`config.mk`:
```
export PLATFORM = sky130hd
export DESIGN_NAME = fpc_ctrl
export DESIGN_NICKNAME = d
export VERILOG_FILES = /design/src/hw/rtl/fpc_pkg.sv /design/src/hw/rtl/fpc_ctrl.sv
export SDC_FILE = /design/constraint.sdc
export NUM_CORES = 1
export LEC_CHECK = 0
export ABC_AREA = 1
export BUFFER_PORTS_ARGS = -buffer_cell sky130_fd_sc_hd__buf_2
export CORE_AREA = 2 2 39 41
export DETAILED_ROUTE_END_ITERATION = 16
export DIE_AREA = 0 0 41 43
export PLACE_DENSITY = 0.45
export SYNTH_ARGS = -nofsm -noshare
export SYNTH_HDL_FRONTEND = slang
export SYNTH_SLANG_ARGS = --single-unit
export TNS_END_PERCENT = 20
```
`constraint.sdc`:
```
create_clock -name clk -period 1.5 [get_ports clk]
set_clock_uncertainty 0.15 [all_clocks]
set_input_delay 0.15 -clock clk [delete_from_list [all_inputs] [get_ports clk]]
set_output_delay 0.15 -clock clk [all_outputs]
set_load 0.1 [all_outputs]
```
`src/hw/rtl/fpc_pkg.sv`:
```
`default_nettype none
// ----------------------------------------------------------------------------
// Frustum plane culling package
// Shared item types, kind codes, controller states and the command and status
// bundles that join the controller to the datapath.
// ----------------------------------------------------------------------------
package fpc_pkg;

    // Fixed field and arithmetic widths.
    localparam int COORD_W = 32;
    localparam int RAD_W   = 31;
    localparam int DIFF_W  = COORD_W + 1;      // coordinate minus plane point
    localparam int PROD_W  = DIFF_W + COORD_W; // one exact product
    localparam int DIST_W  = PROD_W + 2;       // exact sum of three products

    // Item kind codes.
    localparam logic [1:0] KIND_LOAD   = 2'd0;
    localparam logic [1:0] KIND_SPHERE = 2'd1;
    localparam logic [1:0] KIND_BOX    = 2'd2;

    // One input item.
    typedef struct packed {
        logic [1:0]                 kind;
        logic [2:0]                 plane_index;
        logic signed [COORD_W-1:0]  a_x;
        logic signed [COORD_W-1:0]  a_y;
        logic signed [COORD_W-1:0]  a_z;
        logic signed [COORD_W-1:0]  b_x;
        logic signed [COORD_W-1:0]  b_y;
        logic signed [COORD_W-1:0]  b_z;
        logic [RAD_W-1:0]           radius;
    } fpc_in_t;

    // One result item.
    typedef struct packed {
        logic inside_res;
        logic was_test;
    } fpc_out_t;

    // Controller states.
    typedef enum logic [2:0] {
        ST_IDLE,
        ST_WRITE,
        ST_ISSUE,
        ST_DRAIN,
        ST_REPORT
    } fpc_state_t;

    // Commands from the controller to the datapath.
    typedef struct packed {
        logic capture;     // latch the accepted item
        logic write_plane; // store a load item into the plane table
        logic issue;       // send the current plane into the distance pipeline
        logic report;      // drive the result for one cycle
    } fpc_cmd_t;

    // Status from the datapath to the controller.
    typedef struct packed {
        logic last_plane;  // the plane counter points at the final plane
        logic pipe_busy;   // a plane is still in flight in the pipeline
    } fpc_status_t;

endpackage
`default_nettype wire

```
`src/hw/rtl/fpc_ctrl.sv`:
```
`default_nettype none
// ----------------------------------------------------------------------------
// Frustum plane culling controller
// Sequences one transaction at a time: table writes pass through the write state
// and report, tests issue one plane per cycle, wait for the pipeline to drain, then report.
// ----------------------------------------------------------------------------
module fpc_ctrl
    import fpc_pkg::*;
(
    input  wire logic        clk,
    input  wire logic        rst_n,
    input  wire logic        start,
    input  wire logic [1:0]  kind,
    input  wire fpc_status_t status,
    output fpc_cmd_t         cmd,
    output logic             busy,
    output logic             done
);

    fpc_state_t state_reg;
    fpc_state_t state_next;

    // State register.
    always_ff @(posedge clk or negedge rst_n)
    begin
        if (!rst_n)
        begin
            state_reg <= ST_IDLE;
        end
        else
        begin
            state_reg <= state_next;
        end
    end

    // Next-state logic.
    always_comb
    begin
        state_next = state_reg;
        case (state_reg)
            ST_IDLE:
            begin
                if (start)
                begin
                    if (kind inside {KIND_SPHERE, KIND_BOX})
                    begin
                        state_next = ST_ISSUE;
                    end
                    else
                    begin
                        state_next = ST_WRITE;
                    end
                end
            end
            ST_WRITE:
            begin
                state_next = ST_IDLE;
            end
            ST_ISSUE:
            begin
                if (status.last_plane)
                begin
                    state_next = ST_DRAIN;
                end
            end
            ST_DRAIN:
            begin
                if (!status.pipe_busy)
                begin
                    state_next = ST_REPORT;
                end
            end
            ST_REPORT:
            begin
                state_next = ST_IDLE;
            end
            default:
            begin
                state_next = ST_IDLE;
            end
        endcase
    end

    // Output decode.
    always_comb
    begin
        cmd  = '0;
        busy = 1'b1;
        done = 1'b0;
        case (state_reg)
            ST_IDLE:
            begin
                busy        = 1'b0;
                cmd.capture = start;
            end
            ST_WRITE:
            begin
                cmd.write_plane = 1'b1;
                cmd.report      = 1'b1;
                done            = 1'b1;
            end
            ST_ISSUE:
            begin
                cmd.issue = 1'b1;
            end
            ST_DRAIN:
            begin
                busy = 1'b1;
            end
            ST_REPORT:
            begin
                cmd.report = 1'b1;
                done       = 1'b1;
            end
            default:
            begin
                busy = 1'b1;
            end
        endcase
    end

endmodule
`default_nettype wire

```
==> run summary, run 1 <==
outcome = complete, but fails checks
failing checks = setup timing
area leader, netlist = dfrtp_1
Rel. slew slack = 0.874
global-route wire length before repair = 1090 um
reg-to-reg setup timing slack = 0.25 ns
top-count cell post-synth = nand2_1
Tot GR Track Use = 0.0944
FF-to-FF Start = state_reg[2]
Synth top cells by count = nand2_1 (10), inv_2 (5), nor2_1 (5)
vias per cell = 3.96
worst hold margin = 0.0852 ns
Detailed Route WL = 588 um
min-delay worst type = input port to asynchronous set/reset pin
vias in the first global route = 319
setup violators final = 3
Achievable Freq = 656 MHz
Initial Utilization = 0.170
H-tree lvl count = 1
clk sink count = 3
initial antenna violation count = 0
drt pass-1 iters = 2
worst-margin pin slew = 0.188 ns
CP Capture Type = output pin
dpl hpwl = 473 um
critical path class = register to output pin
CTS tree = built
crit-path max cell delay = 0.40 ns
antenna-violating nets left = 0
CTS clk-pin slew, worst paths = 0.04 ns
clock tree buffer depth = 2
Data required, critical path = 1.20 ns
layout net count = 65
proportion of layout cells with a drive suffix above 1 = 0.579
Worst Reg-to-Reg Cells = 5
ordered list of cells on the worst path = inv_2 > nand2_4 > o21ai_4 > buf_12
Slew Limit Fails = 0
#FFs+latches synth = 3
via count = 289
I/O Pins = 13
Root Driver = clkbuf_4
Critical path origin = state_reg[2]
crit path to = cmd[0]
CP Launch Type = register
post-route minimum period = 1.53 ns
reg-to-reg endpoint = state_reg[1]
Core ar. = 1380 um2
Hold Fails Final Rpt = 0
Post-Syn Area = 235 um2
cell family with most CP delay = flip-flops
Layout area overhead = 112%
top post-synthesis cells by area = dfrtp_1 (32%), nand2_1 (16%), inv_2 (8.0%)
CTS buffer count = 3
cell row count = 14
Synth Instances = 38
WP depth = 4
CP arrival = 1.23 ns
clk_lat worst skew = 0.24 ns
# port buffers = 12
RSZ-0062 raised after global routing = yes
grt ovf = 0
post-route insts no fill = 73
Placer Congestion = 0.735
Mapped Avg Cell Area = 6.19 um2
crit path max fanout = 3
Die Span X = 41 um
WL/cell = 8.05 um
sequential share of the synthesized area = 0.319
YS warnings = 0
Top FF cell, synth = dfrtp_1
die height = 43 um
final worst setup slack = -0.0253 ns
slowest CP cell = dfrtp_1
syn_nets = 45
max reg flops = 3
placed insts = 65
top cell type's share of synthesized area = 0.319
Unique masters post-synth = 14
fin crit share = 1.02
drc violations = 0
Bufs and invs on worst path = 2
Diodes inserted = 0
die area = 1760 um2
largest net degree at the start of global routing = 6
EDFF count, synth = 0
max_cap viols = 0
ys async rst share = 1.00
DR iter-0 viols = 2
worst min-delay path by stage:
stage / startpoint / to
floorplan: rst_n / state_reg[0]
global placement: rst_n / state_reg[2]
detailed placement: rst_n / state_reg[1]
CTS: rst_n / state_reg[0]
global route: rst_n / state_reg[2]
finish: rst_n / state_reg[0]
worst reg2reg max path, cell delays in order (launching register included):
cell and delay (ns):
dfrtp_1 0.38, inv_2 0.09, buf_4 0.14, nand4_1 0.10, nand2_1 0.08, o21bai_2 0.18
metal layers:
metal  vias to the layer above  track usage  wire (um)
met5                         -            0          0
met4                         0       0.0800          8
met3                         2       0.0314         25
met2                         6        0.156        342
met1                       129       0.0836        212
li1                        152            -          -
area by class of cell:
cell class	instances	area (um2)
fill	150	885
clock buffer	4	26.3
tap	16	20.0
inverter	9	33.8
sequential	3	76.3
timing repair buffer	16	183
multi-input combinational	25	160
through the flow:
step | utilization | setup WS [ns] | cell area, um2 | TNS [ns]
floorplan | - | -0.244 | 282 | -0.601
global placement | 0.312 | 0.174 | 432 | 0
detailed placement | 0.312 | 0.153 | 432 | 0
CTS | 0.361 | -0.0372 | 499 | -0.130
global route | 0.361 | -0.102 | 499 | -0.384
finish | 0.361 | -0.0253 | 499 | -0.0717
placed cells by master (no fill, tap or decap), types with 2 or more instances in the layout:
cell type,Yosys,final
nand2_4,0,2
inv_1,4,4
nand3_1,2,2
buf_2,0,6
inv_2,5,5
nand2_1,10,8
nor2_1,5,3
dfrtp_1,3,2
nor2_4,0,2
nor2_2,2,2
buf_4,1,3
buf_12,0,6
clkbuf_4,0,3
cell families after synthesis:
family	Yosys count	synth area share
and+or+nand+nor	22	0.410
DFF	3	0.319
buffers and inverters	10	0.176
AOI/OAI and AO/OA	3	0.0957
repair_timing:
item                                    4_1_cts  5_1_grt
gates resized for setup                       3        0
cloned                                        0        0
setup buffers                                 3        0
endpoints found under the hold margin         3        0
pin swaps                                     3        0
endpoints found under the setup margin        3        5
hold buffers                                  1        0
Power of run 1 is left out: the tool's default activity adds up to more than one toggle a clock period on the data nets, which glitch-free logic cannot reach.
==> run 2, diff against run 1 <==
--- a/config.mk
+++ b/config.mk
@@ -5,12 +5,12 @@
 export SDC_FILE = /design/constraint.sdc
 export NUM_CORES = 1
 export LEC_CHECK = 0
-export ABC_AREA = 1
 export BUFFER_PORTS_ARGS = -buffer_cell sky130_fd_sc_hd__buf_2
 export CORE_AREA = 2 2 39 41
 export DETAILED_ROUTE_END_ITERATION = 16
 export DIE_AREA = 0 0 41 43
-export PLACE_DENSITY = 0.45
+export HOLD_SLACK_MARGIN = 0.1
+export PLACE_DENSITY = 0.41
 export SYNTH_ARGS = -nofsm -noshare
 export SYNTH_HDL_FRONTEND = slang
 export SYNTH_SLANG_ARGS = --single-unit
==> run 2 against run 1 <==
  * The run still ends with setup timing left
  * Cell count down 23%
  * Setup slack got worse by 0.093 ns
  * Sequential share of layout area increased by 0.85 points
  * Utilization decreased by 1.9 points
  * Area after synthesis decreased by 19%
  * Die area unchanged
  * Worst hold slack improved by 0.026 ns
==> run summary, run 2 <==
clk sink count = 3 (unchanged)
most frequent cells in the layout = buf_2 (6), buf_12 (5), clkbuf_4 (3), dlygate4sd3_1 (3)
post-route minimum period = 1.62 ns (+0.0928 ns)
pre-CTS setup slack = 0.105 ns (-0.0483 ns)
global-route wire length before repair = 952 um (-13%)
CP arrival = 1.32 ns (+0.09 ns)
max_cap viols = 0 (unchanged)
Final Core Density = 0.342 (-0.0190)
dpl hpwl = 412 um (-13%)
clock tree buffer depth = 2 (unchanged)
DR iter-0 viols = 2 (unchanged)
#FFs+latches synth = 3 (unchanged)
die height = 43 um (unchanged)
sequential share of the synthesized area = 0.395 (+0.0756)
EDFF count, synth = 0 (unchanged)
post-route insts no fill = 56 (-23%)
fin crit share = 1.08 (+0.0619)
setup violators final = 6 (+3)
Unique masters post-synth = 14 (unchanged)
Diodes inserted = 0 (unchanged)
CTS clk-pin slew, worst paths = 0.04 ns (about the same)
Post-Syn Area = 190 um2 (-19%)
CTS tree = built
min-delay worst type = input port to register
FF-to-FF Start = state_reg[1]
max reg flops = 3 (unchanged)
Layout area overhead = 149%
drt pass-1 iters = 2 (unchanged)
clk_lat worst skew = 0.23 ns (about the same)
syn_nets = 27 (-40%)
Top FF cell, synth = dfrtp_1
Tot GR Track Use = 0.0874 (-0.00694)
outcome = complete, but fails checks
I/O Pins = 13 (unchanged)
Data required, critical path = 1.20 ns (about the same)
Achievable Freq = 618 MHz (-5.7%)
reg-to-reg setup timing slack = 0.24 ns (about the same)
vias per cell = 3.93 (-0.77%)
# port buffers = 12 (unchanged)
top cell type's share of synthesized area = 0.395 (+0.0756)
drc violations = 0 (unchanged)
area leader, netlist = dfrtp_1
CP Launch Type = register
vias in the first global route = 236 (-26%)
Core ar. = 1380 um2 (unchanged)
Synth top cells by count = dfrtp_1 (3), a21oi_1 (2), nor2_1 (2), nor3b_1 (2), or3_1 (2)
sequential cell area = 76.3 um2 (unchanged)
Rel. slew slack = 0.816 (-0.0579)
largest net degree at the start of global routing = 8 (+2)
final worst setup slack = -0.118 ns (-0.0928 ns)
cell row count = 14 (unchanged)
hold path startpoint = start
failing checks = setup timing
ys async rst share = 1.00 (unchanged)
YS warnings = 0 (unchanged)
CP Capture Type = output pin
H-tree lvl count = 1 (unchanged)
die area = 1760 um2 (unchanged)
initial antenna violation count = 0 (unchanged)
top-count cell post-synth = dfrtp_1
via count = 220 (-24%)
layout net count = 48 (-26%)
WL/cell = 10.1 um (+25%)
Mapped Avg Cell Area = 9.51 um2 (+54%)
Placer Congestion = 0.742 (+0.97%)
antenna-violating nets left = 0 (unchanged)
commonest non-fill, non-tap cell in the layout = buf_2
RSZ-0062 raised after global routing = yes
Critical path origin = state_reg[2]
Synth Instances = 20 (-47%)
Multi-input gate area = 149 um2 (-7.0%)
critical path class = register to output pin
grt ovf = 0 (unchanged)
proportion of layout cells with a drive suffix above 1 = 0.650 (+0.0711)
worst-margin pin slew = 0.278 ns (+0.0898 ns)
Detailed Route WL = 564 um (-4.1%)
top post-synthesis cells by area = dfrtp_1 (39%), a221oi_2 (7.9%), nor3b_1 (7.9%)
CTS buffer count = 3 (unchanged)
# fillers = 145 (-3.3%)
Slew Limit Fails = 0 (unchanged)
Root Driver = clkbuf_4
setup TNS = -0.361 ns (-0.289 ns)
crit path max fanout = 2 (-1)
Die Span X = 41 um (unchanged)
placed insts = 49 (-25%)
Initial Utilization = 0.137 (-0.0326)
Hold Fails Final Rpt = 0 (unchanged)
[run 2: worst max-delay path, cell delays in order, from the launching register on]
cell and delay (ns):
dfrtp_2 0.40, or3_4 0.39, nor2_4 0.11, buf_12 0.18
[run 2: metal layers]
layer	vias up	GRT usage	part of all wire
met3	2	0.0366	0.062
met4	0	0.100	0.025
met2	9	0.125	0.56
met5	-	0	0
li1	110	-	-
met1	99	0.0806	0.35
[run 2: worst paths after layout]
kind / endpoint / depth (start not counted)
max in group asynchronous: state_reg[2] / 3
hold / removal: state_reg[1] / 3
setup / recovery: cmd[3] / 3
min in group asynchronous: state_reg[2] / 3
hold reg to reg: state_reg[0] / 2
setup reg to reg: state_reg[0] / 2
[run 2: cell type report]
class                      count  share of cell area
clock buffer                   4              0.0556
inverter                       1             0.00794
multi-input combinational     14               0.315
sequential                     3               0.161
tap                           16              0.0423
timing repair buffer          18               0.418
[run 2: timing repair]
action / CTS / global route
setup buffers: 0 / 0
hold buffers: 3 / 0
resized for setup: 3 / 1
endpoints found under the hold margin: 6 / 0
endpoints found under the setup margin: 6 / 6
pin swaps: 3 / 1
[run 2: kinds of logic after synthesis]
logic type             synth area share
buffers and inverters            0.0855
flip-flops                        0.395
XOR/XNOR                         0.0921
AO/OA/AOI/OAI                     0.171
AND/OR/NAND/NOR                   0.257
[run 2: through the flow]
stage               hold slack, ns  cell area (um2)
finish                       0.111              473
CTS                          0.105              469
detailed placement          -0.203              399
global route                 0.128              473
global placement            -0.205              399
floorplan                   -0.296              240
Power of run 2 is left out for the same reason.
